**src/assert_macros.svh**
```systemverilog
// Assertion macros shared by the segmenter modules.
`ifndef ASSERT_MACROS_SVH
`define ASSERT_MACROS_SVH

// Property must hold at every clock edge outside reset.
`define ASSERT_AT(label, clk, rst_n, prop, msg) \
    label: assert property (@(posedge clk) disable iff (!rst_n) prop) else $error(msg);

// Expression must never be true outside reset.
`define ASSERT_NEVER(label, clk, rst_n, expr, msg) \
    label: assert property (@(posedge clk) disable iff (!rst_n) !(expr)) else $error(msg);

`endif

```
**src/sos_pkg.sv**
```systemverilog
// Package: widths, constants and status type of the scan object segmenter.
`timescale 1ns / 1ps
package sos_pkg;

    localparam int MAX_SAMPLES_DEF = 256;
    localparam int MAX_OBJECTS_DEF = 10;

    localparam int DIST_W     = 16;
    localparam int SUM_W      = 24;
    localparam int LIN_W      = 20;
    localparam int NUM_W      = 4;
    localparam int ANG_W      = 8;
    localparam int SPAN_OUT_W = 9;
    localparam int IN_DATA_W  = 32;
    localparam int OUT_DATA_W = 64;

    localparam logic [DIST_W-1:0] THR_RESET = 16'd1248;

    // round(pi/180 * 2^24)
    localparam int                K_W        = 19;
    localparam logic [K_W-1:0]    K_DEG2RAD  = 19'd292818;
    localparam int                FRAC_SHIFT = 24;

    typedef struct packed {
        logic busy;
        logic done;
    } t_unit_status;

endpackage

```
**src/scan_object_segmenter_top.sv**
```systemverilog
// Top level: sweep segmenter, run tracking, best-object select and result register.
//
//  channel  dir  handshake                    payload
//  s_axis   in   s_axis_tvalid/s_axis_tready  tdata: ir_cm, sonar_cm; tlast
//  m_axis   out  m_axis_tvalid/m_axis_tready  tdata: found .. lin_size
//  cfg      in   i_cfg_wr_en                  i_cfg_wr_data: near_limit
//
//  A sample that neither closes an object nor is last leaves tready high.
//  A closing sample (object count below MAX_OBJECTS) holds tready low through the
//  divider (24 quotient bits, done), multiplier unit (two passes, round, done) and
//  update. A last sample then enters a state that loads the result register; that
//  state waits, tready low, while the register still holds an unaccepted result.
//  Synchronous active-low reset clears sweep state; threshold returns to 1248 cm.
`timescale 1ns / 1ps
`include "assert_macros.svh"
module scan_object_segmenter_top #(
    parameter int MAX_SAMPLES = sos_pkg::MAX_SAMPLES_DEF,
    parameter int MAX_OBJECTS = sos_pkg::MAX_OBJECTS_DEF
) (
    input  logic                              i_clk,
    input  logic                              i_rst_n,
    input  logic                              i_cfg_wr_en,
    input  logic [sos_pkg::DIST_W-1:0]        i_cfg_wr_data,
    input  logic                              s_axis_tvalid,
    output logic                              s_axis_tready,
    // [15:0] ir_cm, [31:16] sonar_cm
    input  logic [sos_pkg::IN_DATA_W-1:0]     s_axis_tdata,
    input  logic                              s_axis_tlast,
    output logic                              m_axis_tvalid,
    input  logic                              m_axis_tready,
    // [0] found, [4:1] object_number, [12:5] start_angle, [21:13] angular_width,
    // [37:22] avg_distance, [57:38] lin_size, [63:58] zero
    output logic [sos_pkg::OUT_DATA_W-1:0]    m_axis_tdata
);
    import sos_pkg::*;

    localparam int IDX_W = $clog2(MAX_SAMPLES + 1);
    localparam int PAY_W = 1 + NUM_W + ANG_W + SPAN_OUT_W + DIST_W + LIN_W;

    typedef enum logic [3:0] {
        S_IDLE = 4'b0001,
        S_DIV  = 4'b0010,
        S_MUL  = 4'b0100,
        S_OUT  = 4'b1000
    } t_state;

    t_state              r_state, n_state;
    logic [DIST_W-1:0]   r_thr;
    logic [IDX_W-1:0]    r_idx, n_idx;
    logic                r_in_obj, n_in_obj;
    logic [IDX_W-1:0]    r_run_start, n_run_start;
    logic [SUM_W-1:0]    r_sum, n_sum;
    logic [NUM_W-1:0]    r_obj_cnt, n_obj_cnt;
    logic [NUM_W-1:0]    r_best_num, n_best_num;
    logic [IDX_W-1:0]    r_best_start, n_best_start;
    logic [IDX_W-1:0]    r_best_span, n_best_span;
    logic [DIST_W-1:0]   r_best_dist, n_best_dist;
    logic [LIN_W-1:0]    r_best_lin, n_best_lin;
    logic [IDX_W-1:0]    r_cand_start, n_cand_start;
    logic [IDX_W-1:0]    r_cand_span, n_cand_span;
    logic [DIST_W-1:0]   r_cand_avg, n_cand_avg;
    logic                r_last, n_last;
    logic                r_out_valid, n_out_valid;
    logic [PAY_W-1:0]    r_out_data, n_out_data;

    logic                accept;
    logic [DIST_W-1:0]   in_ir;
    logic [DIST_W-1:0]   in_sonar;
    logic [SUM_W:0]      sum_add;
    logic                div_start;
    logic [IDX_W-1:0]    div_span;
    logic [SUM_W-1:0]    div_quo;
    logic [DIST_W-1:0]   quo_clamped;
    t_unit_status        div_sts;
    logic                lin_start;
    logic [LIN_W-1:0]    lin_val;
    t_unit_status        lin_sts;

    assign in_ir         = s_axis_tdata[DIST_W-1:0];
    assign in_sonar      = s_axis_tdata[2*DIST_W-1:DIST_W];
    assign s_axis_tready = (r_state == S_IDLE);
    assign accept        = s_axis_tvalid && s_axis_tready;
    assign sum_add       = {1'b0, r_sum} + (SUM_W+1)'(in_sonar);
    assign div_span      = r_idx - r_run_start;
    assign quo_clamped   = (|div_quo[SUM_W-1:DIST_W]) ? '1 : div_quo[DIST_W-1:0];

    always_comb begin
        n_state      = r_state;
        n_idx        = r_idx;
        n_in_obj     = r_in_obj;
        n_run_start  = r_run_start;
        n_sum        = r_sum;
        n_obj_cnt    = r_obj_cnt;
        n_best_num   = r_best_num;
        n_best_start = r_best_start;
        n_best_span  = r_best_span;
        n_best_dist  = r_best_dist;
        n_best_lin   = r_best_lin;
        n_cand_start = r_cand_start;
        n_cand_span  = r_cand_span;
        n_cand_avg   = r_cand_avg;
        n_last       = r_last;
        n_out_valid  = r_out_valid && !m_axis_tready;
        n_out_data   = r_out_data;
        div_start    = 1'b0;
        lin_start    = 1'b0;

        case (r_state)
            S_IDLE: begin
                if (accept) begin
                    n_last  = s_axis_tlast;
                    n_state = s_axis_tlast ? S_OUT : S_IDLE;
                    if (r_idx < IDX_W'(MAX_SAMPLES)) begin
                        n_idx = r_idx + IDX_W'(1);
                        if (in_ir < r_thr) begin
                            if (!r_in_obj) begin
                                n_in_obj    = 1'b1;
                                n_run_start = r_idx;
                                n_sum       = SUM_W'(in_sonar);
                            end else begin
                                n_sum = sum_add[SUM_W] ? '1 : sum_add[SUM_W-1:0];
                            end
                        end else if (r_in_obj) begin
                            n_in_obj = 1'b0;
                            n_sum    = '0;
                            if (r_obj_cnt < NUM_W'(MAX_OBJECTS)) begin
                                div_start    = 1'b1;
                                n_cand_start = r_run_start;
                                n_cand_span  = div_span;
                                n_state      = S_DIV;
                            end
                        end
                    end
                end
            end
            S_DIV: begin
                if (div_sts.done) begin
                    n_cand_avg = quo_clamped;
                    lin_start  = 1'b1;
                    n_state    = S_MUL;
                end
            end
            S_MUL: begin
                if (lin_sts.done) begin
                    n_obj_cnt = r_obj_cnt + NUM_W'(1);
                    if (r_obj_cnt == '0 || lin_val < r_best_lin) begin
                        n_best_num   = r_obj_cnt + NUM_W'(1);
                        n_best_start = r_cand_start;
                        n_best_span  = r_cand_span;
                        n_best_dist  = r_cand_avg;
                        n_best_lin   = lin_val;
                    end
                    n_state = r_last ? S_OUT : S_IDLE;
                end
            end
            S_OUT: begin
                if (!r_out_valid || m_axis_tready) begin
                    n_out_valid  = 1'b1;
                    n_out_data   = {r_best_lin, r_best_dist, SPAN_OUT_W'(r_best_span),
                                    ANG_W'(r_best_start), r_best_num, (r_obj_cnt != '0)};
                    n_idx        = '0;
                    n_in_obj     = 1'b0;
                    n_run_start  = '0;
                    n_sum        = '0;
                    n_obj_cnt    = '0;
                    n_best_num   = '0;
                    n_best_start = '0;
                    n_best_span  = '0;
                    n_best_dist  = '0;
                    n_best_lin   = '0;
                    n_state      = S_IDLE;
                end
            end
            default: n_state = S_IDLE;
        endcase
    end

    always_ff @(posedge i_clk) begin
        if (!i_rst_n) begin
            r_state      <= S_IDLE;
            r_thr        <= THR_RESET;
            r_idx        <= '0;
            r_in_obj     <= 1'b0;
            r_run_start  <= '0;
            r_sum        <= '0;
            r_obj_cnt    <= '0;
            r_best_num   <= '0;
            r_best_start <= '0;
            r_best_span  <= '0;
            r_best_dist  <= '0;
            r_best_lin   <= '0;
            r_last       <= 1'b0;
            r_out_valid  <= 1'b0;
        end else begin
            r_state      <= n_state;
            if (i_cfg_wr_en) begin
                r_thr <= i_cfg_wr_data;
            end
            r_idx        <= n_idx;
            r_in_obj     <= n_in_obj;
            r_run_start  <= n_run_start;
            r_sum        <= n_sum;
            r_obj_cnt    <= n_obj_cnt;
            r_best_num   <= n_best_num;
            r_best_start <= n_best_start;
            r_best_span  <= n_best_span;
            r_best_dist  <= n_best_dist;
            r_best_lin   <= n_best_lin;
            r_last       <= n_last;
            r_out_valid  <= n_out_valid;
        end
    end

    always_ff @(posedge i_clk) begin
        r_cand_start <= n_cand_start;
        r_cand_span  <= n_cand_span;
        r_cand_avg   <= n_cand_avg;
        r_out_data   <= n_out_data;
    end

    sos_div #(
        .DIVIDEND_W (SUM_W),
        .DIVISOR_W  (IDX_W)
    ) u_div (
        .i_clk      (i_clk),
        .i_rst_n    (i_rst_n),
        .i_start    (div_start),
        .i_dividend (r_sum),
        .i_divisor  (div_span),
        .o_quotient (div_quo),
        .o_status   (div_sts)
    );

    sos_lin #(
        .SPAN_W   (IDX_W)
    ) u_lin (
        .i_clk    (i_clk),
        .i_rst_n  (i_rst_n),
        .i_start  (lin_start),
        .i_avg    (quo_clamped),
        .i_span   (r_cand_span),
        .o_linear (lin_val),
        .o_status (lin_sts)
    );

    assign m_axis_tvalid = r_out_valid;
    assign m_axis_tdata  = OUT_DATA_W'(r_out_data);

    `ASSERT_AT(a_busy_not_ready, i_clk, i_rst_n, (div_sts.busy || lin_sts.busy) |-> !s_axis_tready, "busy")
    `ASSERT_AT(a_best_le_cnt, i_clk, i_rst_n, r_best_num <= r_obj_cnt, "best number beyond count")
    `ASSERT_AT(a_cnt_limit, i_clk, i_rst_n, r_obj_cnt <= NUM_W'(MAX_OBJECTS), "count past limit")
    `ASSERT_AT(a_lin_in_mul, i_clk, i_rst_n, lin_sts.done |-> (r_state == S_MUL), "lin done outside update")

endmodule

```
**src/sos_div.sv**
```systemverilog
// Iterative restoring divider, one quotient bit per cycle.
`timescale 1ns / 1ps
`include "assert_macros.svh"
module sos_div #(
    parameter int DIVIDEND_W = sos_pkg::SUM_W,
    parameter int DIVISOR_W  = 9
) (
    input  logic                  i_clk,
    input  logic                  i_rst_n,
    input  logic                  i_start,
    input  logic [DIVIDEND_W-1:0] i_dividend,
    input  logic [DIVISOR_W-1:0]  i_divisor,
    output logic [DIVIDEND_W-1:0] o_quotient,
    output sos_pkg::t_unit_status o_status
);
    import sos_pkg::*;

    localparam int CNT_W = $clog2(DIVIDEND_W + 1);

    logic [DIVIDEND_W-1:0] r_quo;
    logic [DIVISOR_W-1:0]  r_rem;
    logic [DIVISOR_W-1:0]  r_div;
    logic [CNT_W-1:0]      r_cnt;
    logic                  r_busy;
    logic                  r_done;

    logic [DIVISOR_W:0]    rem_sh;
    logic [DIVISOR_W:0]    diff;
    logic                  ge;

    assign rem_sh = {r_rem, r_quo[DIVIDEND_W-1]};
    assign ge     = rem_sh >= {1'b0, r_div};
    assign diff   = rem_sh - {1'b0, r_div};

    always_ff @(posedge i_clk) begin
        if (!i_rst_n) begin
            r_busy <= 1'b0;
            r_done <= 1'b0;
            r_cnt  <= '0;
        end else begin
            r_done <= 1'b0;
            if (i_start) begin
                r_busy <= 1'b1;
                r_cnt  <= CNT_W'(DIVIDEND_W);
            end else if (r_busy) begin
                r_cnt <= r_cnt - CNT_W'(1);
                if (r_cnt == CNT_W'(1)) begin
                    r_busy <= 1'b0;
                    r_done <= 1'b1;
                end
            end
        end
    end

    always_ff @(posedge i_clk) begin
        if (i_start) begin
            r_quo <= i_dividend;
            r_rem <= '0;
            r_div <= i_divisor;
        end else if (r_busy) begin
            r_rem <= ge ? diff[DIVISOR_W-1:0] : rem_sh[DIVISOR_W-1:0];
            r_quo <= {r_quo[DIVIDEND_W-2:0], ge};
        end
    end

    assign o_quotient    = r_quo;
    assign o_status.busy = r_busy;
    assign o_status.done = r_done;

    `ASSERT_NEVER(a_start_busy, i_clk, i_rst_n, i_start && r_busy, "div started while busy")
    `ASSERT_AT(a_rem_lt_div, i_clk, i_rst_n, r_busy |-> (r_rem < r_div), "remainder too big")
    `ASSERT_AT(a_done_pulse, i_clk, i_rst_n, r_done |=> !r_done, "div done too long")

endmodule

```
**src/sos_lin.sv**
```systemverilog
// Linear width unit: one shared multiplier, two passes, then round and saturate.
`timescale 1ns / 1ps
`include "assert_macros.svh"
module sos_lin #(
    parameter int SPAN_W = 9
) (
    input  logic                         i_clk,
    input  logic                         i_rst_n,
    input  logic                         i_start,
    input  logic [sos_pkg::DIST_W-1:0]   i_avg,
    input  logic [SPAN_W-1:0]            i_span,
    output logic [sos_pkg::LIN_W-1:0]    o_linear,
    output sos_pkg::t_unit_status        o_status
);
    import sos_pkg::*;

    localparam int A_W    = DIST_W + SPAN_W;
    localparam int B_W    = (SPAN_W > K_W) ? SPAN_W : K_W;
    localparam int FULL_W = DIST_W + SPAN_W + K_W;
    localparam int TOP_B  = FRAC_SHIFT + LIN_W;
    localparam int PROD_W = (FULL_W > TOP_B) ? FULL_W : TOP_B + 1;

    typedef enum logic [3:0] {
        L_IDLE = 4'b0001,
        L_P1   = 4'b0010,
        L_P2   = 4'b0100,
        L_RND  = 4'b1000
    } t_lstate;

    t_lstate             r_state;
    t_lstate             n_state;
    logic [DIST_W-1:0]   r_avg;
    logic [SPAN_W-1:0]   r_span;
    logic [PROD_W-1:0]   r_prod;
    logic [LIN_W-1:0]    r_lin;
    logic                r_done;

    logic [A_W-1:0]      mul_a;
    logic [B_W-1:0]      mul_b;
    logic [A_W+B_W-1:0]  mul_raw;
    logic [PROD_W:0]     rnd;
    logic                sat;

    assign mul_a   = (r_state == L_P2) ? r_prod[A_W-1:0] : A_W'(r_avg);
    assign mul_b   = (r_state == L_P2) ? B_W'(K_DEG2RAD) : B_W'(r_span);
    assign mul_raw = mul_a * mul_b;
    assign rnd     = {1'b0, r_prod} + ((PROD_W+1)'(1) << (FRAC_SHIFT - 1));
    assign sat     = |rnd[PROD_W:TOP_B];

    always_comb begin
        n_state = r_state;
        case (r_state)
            L_IDLE:  if (i_start) n_state = L_P1;
            L_P1:    n_state = L_P2;
            L_P2:    n_state = L_RND;
            L_RND:   n_state = L_IDLE;
            default: n_state = L_IDLE;
        endcase
    end

    always_ff @(posedge i_clk) begin
        if (!i_rst_n) begin
            r_state <= L_IDLE;
            r_done  <= 1'b0;
        end else begin
            r_state <= n_state;
            r_done  <= (r_state == L_RND);
        end
    end

    always_ff @(posedge i_clk) begin
        if (r_state == L_IDLE && i_start) begin
            r_avg  <= i_avg;
            r_span <= i_span;
        end
        if (r_state == L_P1 || r_state == L_P2) begin
            r_prod <= PROD_W'(mul_raw);
        end
        if (r_state == L_RND) begin
            r_lin <= sat ? '1 : rnd[TOP_B-1:FRAC_SHIFT];
        end
    end

    assign o_linear      = r_lin;
    assign o_status.busy = (r_state != L_IDLE);
    assign o_status.done = r_done;

    `ASSERT_NEVER(a_start_busy, i_clk, i_rst_n, i_start && (r_state != L_IDLE), "lin busy")
    `ASSERT_AT(a_done_idle, i_clk, i_rst_n, r_done |-> (r_state == L_IDLE), "lin done outside idle")
    `ASSERT_AT(a_prod_fit, i_clk, i_rst_n, (r_state == L_RND) |-> ((r_prod >> FULL_W) == '0), "ovf")

endmodule
```
**config.mk**
```make
export PLATFORM = sky130hd
export DESIGN_NAME = scan_object_segmenter_top
export DESIGN_NICKNAME = d
export VERILOG_FILES = /design/src/sos_pkg.sv /design/src/scan_object_segmenter_top.sv /design/src/sos_div.sv /design/src/sos_lin.sv
export VERILOG_INCLUDE_DIRS = /design/src /design/src/src
export SDC_FILE = /design/constraint.sdc
export NUM_CORES = 1
export LEC_CHECK = 0
export BUFFER_PORTS_ARGS = -buffer_cell sky130_fd_sc_hd__buf_4
export CAP_MARGIN = 20
export CORE_ASPECT_RATIO = 0.5
export CORE_UTILIZATION = 30
export CTS_CLUSTER_SIZE = 40
export DETAILED_ROUTE_END_ITERATION = 12
export HOLD_SLACK_MARGIN = 0.03
export PLACE_DENSITY = 0.54
export SLEW_MARGIN = 10
export SYNTH_ARGS = -nofsm -noshare
export SYNTH_HDL_FRONTEND = slang
export SYNTH_SLANG_ARGS = --single-unit
```
**constraint.sdc**
```tcl
create_clock -name i_clk -period 7.1 [get_ports i_clk]
set_clock_uncertainty 0.2 [all_clocks]
set_input_delay 0.355 -clock i_clk [delete_from_list [all_inputs] [get_ports i_clk]]
set_output_delay 0.355 -clock i_clk [all_outputs]
set_load 0.01 [all_outputs]
```
* After elaboration in Yosys (flattened, before gate mapping)
Index checks and enable logic that the tools add are counted.
** Word-level totals
- Bits in registers :: 360
- Memories kept :: 0
- ROM bits :: 0
- Latch bits :: 0
- RAM bits :: 0
- Input bits :: 54
- Logic and storage cells :: 170
- Output and inout port bits :: 66
** Cells by class
- Div/mod/pow operators :: 0
- Reduce and logical (&&, ||, !) cells :: 27
- Add/sub/neg operators :: 7
- Bitwise gates (word level) :: 3
- Multiply operators :: 1
- Muxes and demuxes :: 77
- Shifts and indexed selects :: 0
- Magnitude comparators :: 5
- Equal/unequal tests :: 19
** Operators by type and width (number)
- 24-bit two-way mux :: 9
- 9-bit two-way mux :: 10
- 16-bit two-way mux :: 4
- 20-bit two-way mux :: 3
- 4-bit two-way mux :: 15
- 9-bit case mux with 2 select lines :: 3
- 24-bit case mux with 2 select lines :: 1
- 44-bit by 24-bit adder with 45-bit output (second input constant) :: 1
- 25-bit by 19-bit multiplier with 44-bit output :: 1
- 20-bit case mux with 2 select lines :: 1
- 16-bit case mux with 2 select lines :: 1
- 24-bit by 16-bit adder with 25-bit output :: 1
- 25-bit two-way mux :: 1
- 20-bit < comparator :: 1
- 19-bit two-way mux :: 1
- 1-bit two-way mux :: 18
- 9-bit subtractor :: 2
- 16-bit < comparator :: 1
- 8-bit two-way mux :: 2
- 4-bit case mux with 2 select lines :: 2
- 4-bit case mux with 4 select lines :: 1
- 8-bit case mux with 2 select lines :: 1
- 2-bit by 1-bit inequality test with 1-bit output (second input constant) :: 6
- 4-bit case mux with 3 select lines :: 1
- other kinds (30) :: 52

* Longest topological paths before layout
Gate-level depths: netlist (run 1).
- Depth after elaboration :: 8
- Mapped depth :: 29

* Modules after synthesis
From an unflattened synthesis (run 1), not the netlist that was laid out.
** Second synthesis, totals
- Cells, all modules :: 2933
- Area total of the unflattened synthesis :: 29303.1 µm²
** Modules (own cells, without submodules)
- sos_lin :: instances 1, seq. area each 2772.7 µm², area an instance 16564.6 µm², cells an instance 1743
- scan_object_segmenter_top :: instances 1, seq. area each 5255.0 µm², area an instance 10251.1 µm², cells an instance 989
- sos_div :: instances 1, seq. area each 1311.3 µm², area an instance 2487.4 µm², cells an instance 201

* Least setup slack after synthesis (run 1)
Ideal clock, no wire load.
- Path type :: reg2reg
- Start point :: register u_lin.r_state[0]
- End point :: register u_lin.r_prod[40] (data pin)
- Setup slack :: -0.021 ns
- Cell stages (with the launch flop) :: 28
- Data required time :: 6.639 ns
- Arrival :: 6.661 ns
- Cell sequence :: dfxtp_1 nor2_1 nand2_1 nor2_1 clkbuf_1 clkbuf_1 nand2_1 inv_1 fa_1 fa_1 inv_1 fa_1 inv_1 fa_1 fa_1 inv_1 fa_1 inv_1 ha_1 clkbuf_1 a21oi_1 o21a_1 o22ai_1 or3_4 a41o_1 a221oi_4 o21bai_2 xor2_1
** Between the ends
- Cells in the longest elaborated chain, start to end :: 3
- Elaborated cells on any way between the ends :: 4
** RTL lines
- start, declared :: line sos_lin.sv:30 : t_lstate r_state;
- start signal, assigned :: line sos_lin.sv:66 : r_state <= n_state;
- 4-bit by 3-bit equality test with 1-bit output * :: line sos_lin.sv:44, sos_lin.sv:45
- 25-bit two-way mux / 19-bit two-way mux (equally long branches) :: line sos_lin.sv:44, sos_lin.sv:45
- 25-bit by 19-bit multiplier with 44-bit output * :: line sos_lin.sv:46 : assign mul_raw = mul_a * mul_b;
- via u_lin.mul_raw[40] :: line sos_lin.sv:40 : logic [A_W+B_W-1:0] mul_raw;
- end signal, assigned :: line sos_lin.sv:77 : r_prod <= PROD_W'(mul_raw);
- end, declared :: line sos_lin.sv:34 : logic [PROD_W-1:0] r_prod;
The timed path passes the listed nets; every way through them passes the cells marked *.
A chain may end at the register's enable or synchronous reset.

* Worst setup path after layout (run 1)
- Start point :: register u_lin.r_state[1]
- End point :: register u_lin.r_prod[42] (data pin)
Same word-level chain as after synthesis.

==> flow_results.org, run 1 <==
** Status
- Result of the run :: complete, no violations

** Drt
- Wirelength per Cell :: 17.22 um
- For this run, the detailed router's first-pass iteration total came to 5.
- Dividing the detail-routed via count by the number of cells gives roughly 4.7.
- Final antenna-violating net count :: 0
- DR DRC count :: 0
- Count of routing violations after the opening detailed-route iteration :: between 1000 and 1500
- The routed layout has roughly 20000 vias.
- WL final :: 73960 um

** Place
- Number of buffer cells added on primary ports :: about 110
- Routability congestion estimate from global placement :: 0.8892
- Before CTS, the worst setup slack after placement is -313.3 ps.
- Post-detail-place hpwl :: between 50000 and 60000 um

** Clock tree
- No sink is reached through more buffers than the 3 on the longest clock path.
- Clock tree from TritonCTS :: yes
- H-tree lvl count :: 2
- Clock-pin slew was measured on the worst setup and hold paths at around 60 ps.
- In this run the clock root is driven by a clkbuf_16.
- In this run, CTS created clock tree buffers numbering 40.
- Later-pin clock latency in the skew report :: 560 ps
- Clock sink total :: 360

** Timing
- For the pin with the worst max-slew slack, the measured transition is between 900 and 1000 ps.
- Setup repair after global routing could not meet its margin everywhere.
- After layout, the worst setup slack is 113.3 ps.
- Number of pins exceeding their max-slew limit in the final report :: 0
- Fmax :: 143.1 MHz
- Time the worst path needs with I/O delays and setup :: 6987 ps
- Setup violations, final :: 0
- Max-slew headroom :: 34.31%
- Portion of the clock cycle consumed by the worst path in the final layout :: 98.40%
- The count of final hold-check violations came to 0.

** Floorplan
- The floorplan step defined a die boundary enclosing between 90000 and 100000 um2.
- The die is approximately 220 um tall.
- Overall die width :: 433.0 um
- In this run the count of I/O pins placed on the die edge is 120.
- The initial utilization of the core area, before any placement, comes to 30.50%.
- Site Rows :: 78
- Core area :: 91350 um2

** Setup path
- CP startpoint kind :: flip-flop
- For the worst setup path, the data arrival time is 7080 ps.
- Critical path endpoint category :: flip-flop
- At the worst endpoint, the required time is 7190 ps.
- Number of cell instances on the worst register-to-register path :: 26
- The largest single stage delay on the critical path is ~600 ps.
- Crit path max fanout :: 8
- Slowest stage cell on the critical path :: fa_1
- In this design, the critical path's most frequently occurring cell is fa_1.
- Category of the critical setup timing path :: flip-flop to flip-flop

** Yosys
- Yosys mapped a number of flops with a built-in enable equal to 213.
- The most used flip-flop cell after synthesis is edfxtp_1.
- Of the synthesized area, sequential elements account for between 30% and 40%.
- The most common cell in the synthesized netlist is inv_1.
- Synth top cells by count :: inv_1, fa_1, ha_1
- After synthesis, the netlist uses 75 different library cells.
- For this run, the number of Yosys warnings is 0.
- Area share of the largest cell type after synthesis :: 22.96%
- Cell type with the largest total area after synthesis :: edfxtp_1
- Cell types occupying the most area after synthesis :: edfxtp_1, fa_1, ha_1
- After synthesis, the share of flip-flops with an asynchronous set or reset is 0%.
- Synthesized netlist cell count :: 2722
- Syn Std Cell Area :: 27860 um2
- Each instance of the synthesized netlist takes up on average between 10 and 15 um2.
- Register bit count reported by yosys :: 360

** Global routing
- Entering global routing, the biggest net connects 62 pins.
- Number of antenna violations at the first check in global routing :: 0
- Global routing consumed, over all layers together, 15.65% of the routing resources.
- Global routing finished with a remaining overflow of 0.
- Global-route wire length before repair :: ~120000 um
- Via count of the first global-routing pass :: 20710

** Power
- Sequential Power Share :: between 40% and 50%
- Internal power component :: 0.004050 W
- Overall Power :: 0.005669 W
- Switching power summed over all nets :: 0.001619 W
- Per report_power, the clock group accounts for a little under two fifths of the total.
- Summed over all cells, the static leakage comes to 16.16 nW.
- Proportion of power drawn by combinational gates :: 21.6%
- Of the total power, the share spent switching nets is ~29%.
- For this design the ratio of total power to cell area is 167.3 nW/um2.
- Worst IR Drop VDD :: 0.1684 mV

** Cells and area
- Layout cells sized above 1 :: 16.50%
- Layout net count :: about 3600
- The number of antenna diodes in the final layout is 0.
- Area Growth Syn to Fin :: 21.63%

** Min path
- The worst hold path passes through 3 cells.
- Min-Delay Path Class :: input pin to flip-flop

** Job
- Max-capacitance violation count :: 0
[placed cells by master, fill, tap and decap left out, types with 17 or more instances in the layout]
| cell | instances |
|---|---|
| a21o_1 | 85 |
| ha_1 | 227 |
| o21ai_0 | 47 |
| xnor2_1 | 61 |
| fa_1 | 269 |
| a22o_1 | 57 |
| inv_1 | 487 |
| nand3_1 | 19 |
| clkbuf_16 | 47 |
| nand4_1 | 29 |
| mux2i_1 | 19 |
| mux2_1 | 24 |
| nor2_1 | 134 |
| conb_1 | 42 |
| dlygate4sd3_1 | 46 |
| and3_1 | 64 |
| nand2_1 | 200 |
| dfxtp_1 | 145 |
| xor2_1 | 46 |
| a21oi_1 | 104 |
| edfxtp_1 | 213 |
| o221ai_1 | 17 |
| buf_4 | 268 |
[kinds of logic (layout without fill, tap and decap cells)]
kind of cell    count (synthesis)  in the layout  synth area share, %
xor+xnor                      110            110                3.458
flops                         360            360                33.52
mux                            45             45                1.733
compound gates                446            446                10.87
other cells                     2             42              0.02695
fa+ha+maj                     529            529                31.41
simple gates                  602            603                10.42
buf+inv                       628            919                8.568
[power groups by stage]
stage | clock, W | combinational, W | sequential [W]
after detailed placement | 0 | 0.00111 | 0.00240
after global routing | 0.00224 | 0.00137 | 0.00236
after floorplan | 0 | 0.000761 | 0.00238
final | 0.00209 | 0.00122 | 0.00235
after global placement | 0 | 0.00110 | 0.00240
after CTS | 0.00216 | 0.00117 | 0.00235
[repair_timing]
| item | 4_1_cts | 5_1_grt |
|---|---|---|
| pin swaps | 16 | 77 |
| cloned | 0 | 7 |
| resized for setup | 34 | 122 |
| hold endpoints to repair | 42 | 0 |
| setup buffers | 3 | 16 |
| setup endpoints to repair | 10 | 18 |
| hold buffers | 46 | 0 |
[registers in the layout, indices dropped and copies added, names as in the netlist, 16 cells and up]
signal and cells:
u_lin.o_linear 20, r_thr 16, r_best_dist 16, u_lin.r_prod 44, r_sum 24, r_best_lin 20, u_lin.r_avg 16, r_out_data 58
r_cand_avg 16, u_div.o_quotient 24
[worst paths after layout]
path                                       start          endpoint  slack [ps]
worst max-delay path            u_lin.r_state[1]  u_lin.r_prod[42]         110
worst min-delay path                 i_cfg_wr_en          r_thr[4]          70
worst max register to register  u_lin.r_state[1]  u_lin.r_prod[42]         110
worst min register to register    r_best_span[2]    r_out_data[15]         230
[worst max-delay path, delay by kind of cell, from the launching register on]
| family | cells | cell delay [ps] |
|---|---|---|
| AO/OA/AOI/OAI | 5 | 980 |
| XOR/XNOR | 1 | 170 |
| adder cells (fa/ha/maj) | 7 | 3150 |
| buffers and inverters | 6 | 480 |
| flip-flops | 1 | 320 |
| AND/OR/NAND/NOR | 7 | 1430 |
[stage by stage]
stage / setup TNS (ps) / hold WS (ps) / cell area [um2] / instances / utilization, %
final: 0 / 65.46 / 33890 / 4294 / 37.10
after global routing: -575.5 / 58.19 / 33890 / 4294 / 37.10
after CTS: 0 / 30.12 / 33170 / 4272 / 36.31
after detailed placement: -1373 / 220.2 / 31190 / 4150 / 34.15
after global placement: -531.3 / 214.7 / 31190 / 4150 / 34.15
after floorplan: 0 / 208.6 / 28010 / 2762 / -
[cell type report]
cell class | instances | area (um2)
Clock buffer | 55 | 1109
Inverter | 505 | 1902
Multi-Input combinational cell | 1775 | 16840
Fill cell | 9135 | 57460
Timing Repair Buffer | 341 | 2942
Sequential cell | 360 | 9341
Tap cell | 1240 | 1551
Clock inverter | 18 | 201.4
[per-layer routing]
layer  GRT usage (%)  vias up  share of wire, %
li1                -     9576                 -
met1           21.79     9897                47
met2           25.48      439                45
met3           2.076       90               5.0
met4           4.232        0               2.4
met5               0        -                 0
No activity file was read; power rests on OpenSTA's default activity.
==> inputs of run 2 (changes only) <==
--- a/config.mk
+++ b/config.mk
@@ -13,7 +13,6 @@
 export CTS_CLUSTER_SIZE = 40
 export DETAILED_ROUTE_END_ITERATION = 12
 export HOLD_SLACK_MARGIN = 0.03
-export PLACE_DENSITY = 0.54
 export SLEW_MARGIN = 10
 export SYNTH_ARGS = -nofsm -noshare
 export SYNTH_HDL_FRONTEND = slang
==> run 2 against run 1 <==
Die area unchanged. Non-clock buffer count fell by 10. Routed wire length is 3.0% lower. Fmax increased by 0.56%. Via count fell by 0.39%. Worst hold slack barely moved. Setup slack gained 39 ps. Sequential power about the same. Final area fell by 0.95%. Combinational power about the same. First-iteration DRC count is 20% higher. Largest cell class unchanged. Largest power group unchanged. Highest routed layer is now met5.
==> flow_results.org, run 2 (synthesis gave the netlist of run 1 again) <==
** Power
- In this run the power spent charging and discharging nets is between 0.0015 and 0.002 W.
- Sequential Power Share :: around two fifths
- Combinational logic burns 20.9% of the power.
- The worst-case IR drop observed on VDD is 0.1504 mV.
- Internal power component :: 0.004080 W
- For this design the static power due to leakage is 16.05 nW.
- Switching Fraction :: 28.42%
- Power spread over the standard cell area amounts to 169.8 nW/um2.
- The clock network is responsible for 37.8% of the overall power.

** Cells and area
- Commonest cells after routing, fill and taps aside :: inv_1, buf_4, fa_1, ha_1, edfxtp_1
- Post-route cell area :: 33570 um2
- Flip-flop count of the largest register after layout :: 58
- Area Growth Syn to Fin :: 20.47%
- The largest registers in the layout are r_out_data (58), u_lin.r_prod (44).
- The library cell used most frequently in the layout, excluding fill and tap cells, is inv_1.
- Of the cells placed in the final design, the portion with a size suffix greater than 1 is 15.71%.
- Layout net count :: 3594
- Final core occ :: 36.75%
- Register ranked first by flip-flop count :: r_out_data

** Setup path
- The worst setup path is of the flip-flop to flip-flop kind.
- Along the worst path, the maximum fanout reaches 9.
- Critical path endpoint category :: flip-flop
- STA classifies the critical path startpoint as a flip-flop.
- Worst path required time :: between 7000 and 8000 ps
- On the critical path the largest part of the delay comes from adder cells.
- Largest stage delay on the critical path :: 570 ps
- By instance count, the cell type seen most on the critical path is fa_1.
- Arrival @ worst endpoint :: 7040 ps
- The number of buffers and inverters on the critical path is 5.
- Slowest stage cell on the critical path :: fa_2

** Timing
- Setup violations remaining at the end of the flow were counted as 0.
- Number of pins exceeding their max-slew limit in the final report :: 0
- Summed over all failing endpoints, the final setup total negative slack is 0 ps.
- The clock period could shrink to 6948 ps.
- Timing would allow up to 143.9 MHz.
- Fin Hold WS :: 65.05 ps
- RSZ-0062 raised after global routing :: yes
- Hold Vio Cnt, Final :: 0
- Max-slew headroom :: 30.41%
- Worst Tran Pin Value :: between 1000 and 1500 ps
- The worst path meets setup with between 150 and 200 ps of slack.
- Dividing the final minimum period by the clock period gives 97.86%.

** Floorplan
- Vertical die dimension :: between 200 and 250 um
- Overall die width :: 433.0 um
- In this run the core area contains 78 standard-cell rows.
- Top-Level Pins :: 120
- Core area :: around 91000 um2
- Once the floorplan was initialized, standard cells occupied 30.50% of the core.
- The floorplan step defined a die boundary enclosing 94170 um2.

** Drt
- In this run the remaining antenna-violating nets after routing total 0.
- WL final :: 71750 um
- Wirelength per Cell :: 16.75 um
- For this block, the initial DRC count from the detailed router was ~1300.
- Dividing the detail-routed via count by the number of cells gives 4.651.
- The routed layout has between 15000 and 20000 vias.
- The pre-antenna-repair detailed-routing pass consisted of 5 iterations.
- For this run, design rule violations remaining after detail routing come to 0.

** Place
- Detailed placement ended at an HPWL of 56780 um.
- Routability congestion estimate from global placement :: 0.9356
- Summing all placed instances gives a cell area of 31280 um2.
- In this run the tool buffered the top-level ports with 113 buffer cells.
- Pre-CTS setup slack :: -200.1 ps

** Job
- Max-capacitance violation count :: 0

** Clock tree
- H-tree lvl count :: 2
- Clock tree from TritonCTS :: yes
- Clock-pin slew was measured on the worst setup and hold paths at 60 ps.
- Later-pin clock latency in the skew report :: 570 ps
- Counting the buffers created by CTS gives 39.
- Number of buffers between clock root and the deepest sink :: 3
- The cell sitting at the root of the clock tree is a clkbuf_16.
- Clock sink total :: 360

** Status
- Result of the run :: complete, no violations

** Global routing
- Global routing usage summed across all routing layers :: 15.45%
- Global-route wire length before repair :: approximately 110000 um
- Via count of the first global-routing pass :: 20830
- For this run the aggregate overflow at the end of global routing stands at 0.
- Entering global routing, the biggest net connects 62 pins.
- Number of antenna violations at the first check in global routing :: 1

** Min path
- Min-Delay Path Class :: input pin to flip-flop
## run 2: per-stage QoR
stage          cells  power (W)
6_report        4284   0.005699
5_1_grt         4282   0.006000
4_1_cts         4280   0.005724
3_5_place_dp    4159   0.003510
3_3_place_gp    4159   0.003494
2_1_floorplan   2762   0.003141
## run 2: final timing paths
kind,depth (start not counted),to,from,slack (ps)
setup / recovery,25,u_lin.r_prod[42],u_lin.r_state[1],150
hold / removal,3,r_thr[2],i_cfg_wr_en,70
setup reg to reg,25,u_lin.r_prod[42],u_lin.r_state[1],150
hold reg to reg,0,r_out_data[36],r_best_dist[14],240
## run 2: layer usage
layer,up-vias,wire (um),track usage [%]
met1,9816,33130,21.04
met4,2,1632,4.184
met3,107,3791,2.638
met2,455,33190,25.29
li1,9543,-,-
met5,-,13,0
## run 2: repair_timing
| item | in CTS | in global routing |
|---|---|---|
| buffers inserted | 3 | 3 |
| pin swaps | 13 | 81 |
| hold buffers | 46 | 0 |
| gates resized for setup | 15 | 100 |
| endpoints found under the hold margin | 40 | 0 |
| endpoints found under the setup margin | 7 | 21 |
## run 2: final cells by class
cell class / count / area (um2)
antenna: 2 / 5.005
clock buffer: 44 / 1016
clock inverter: 28 / 345.3
fill: 9049 / 57780
inverter: 505 / 1896
multi-input combinational: 1774 / 16690
sequential: 360 / 9341
tap: 1240 / 1551
timing repair buffer: 331 / 2718
## run 2: tightest hold or removal path: cells and delay by family
family                 cells  cell delay [ps]
multiplexers               1              150
AND/OR/NAND/NOR            1               70
buffers and inverters      1              210
## run 2: power groups by stage
stage	clock (W)	combinational (W)	sequential (W)
floorplan	0	0.000761	0.00238
global placement	0	0.00110	0.00240
detailed placement	0	0.00111	0.00240
CTS	0.00221	0.00116	0.00235
global route	0.00230	0.00134	0.00236
finish	0.00216	0.00119	0.00235
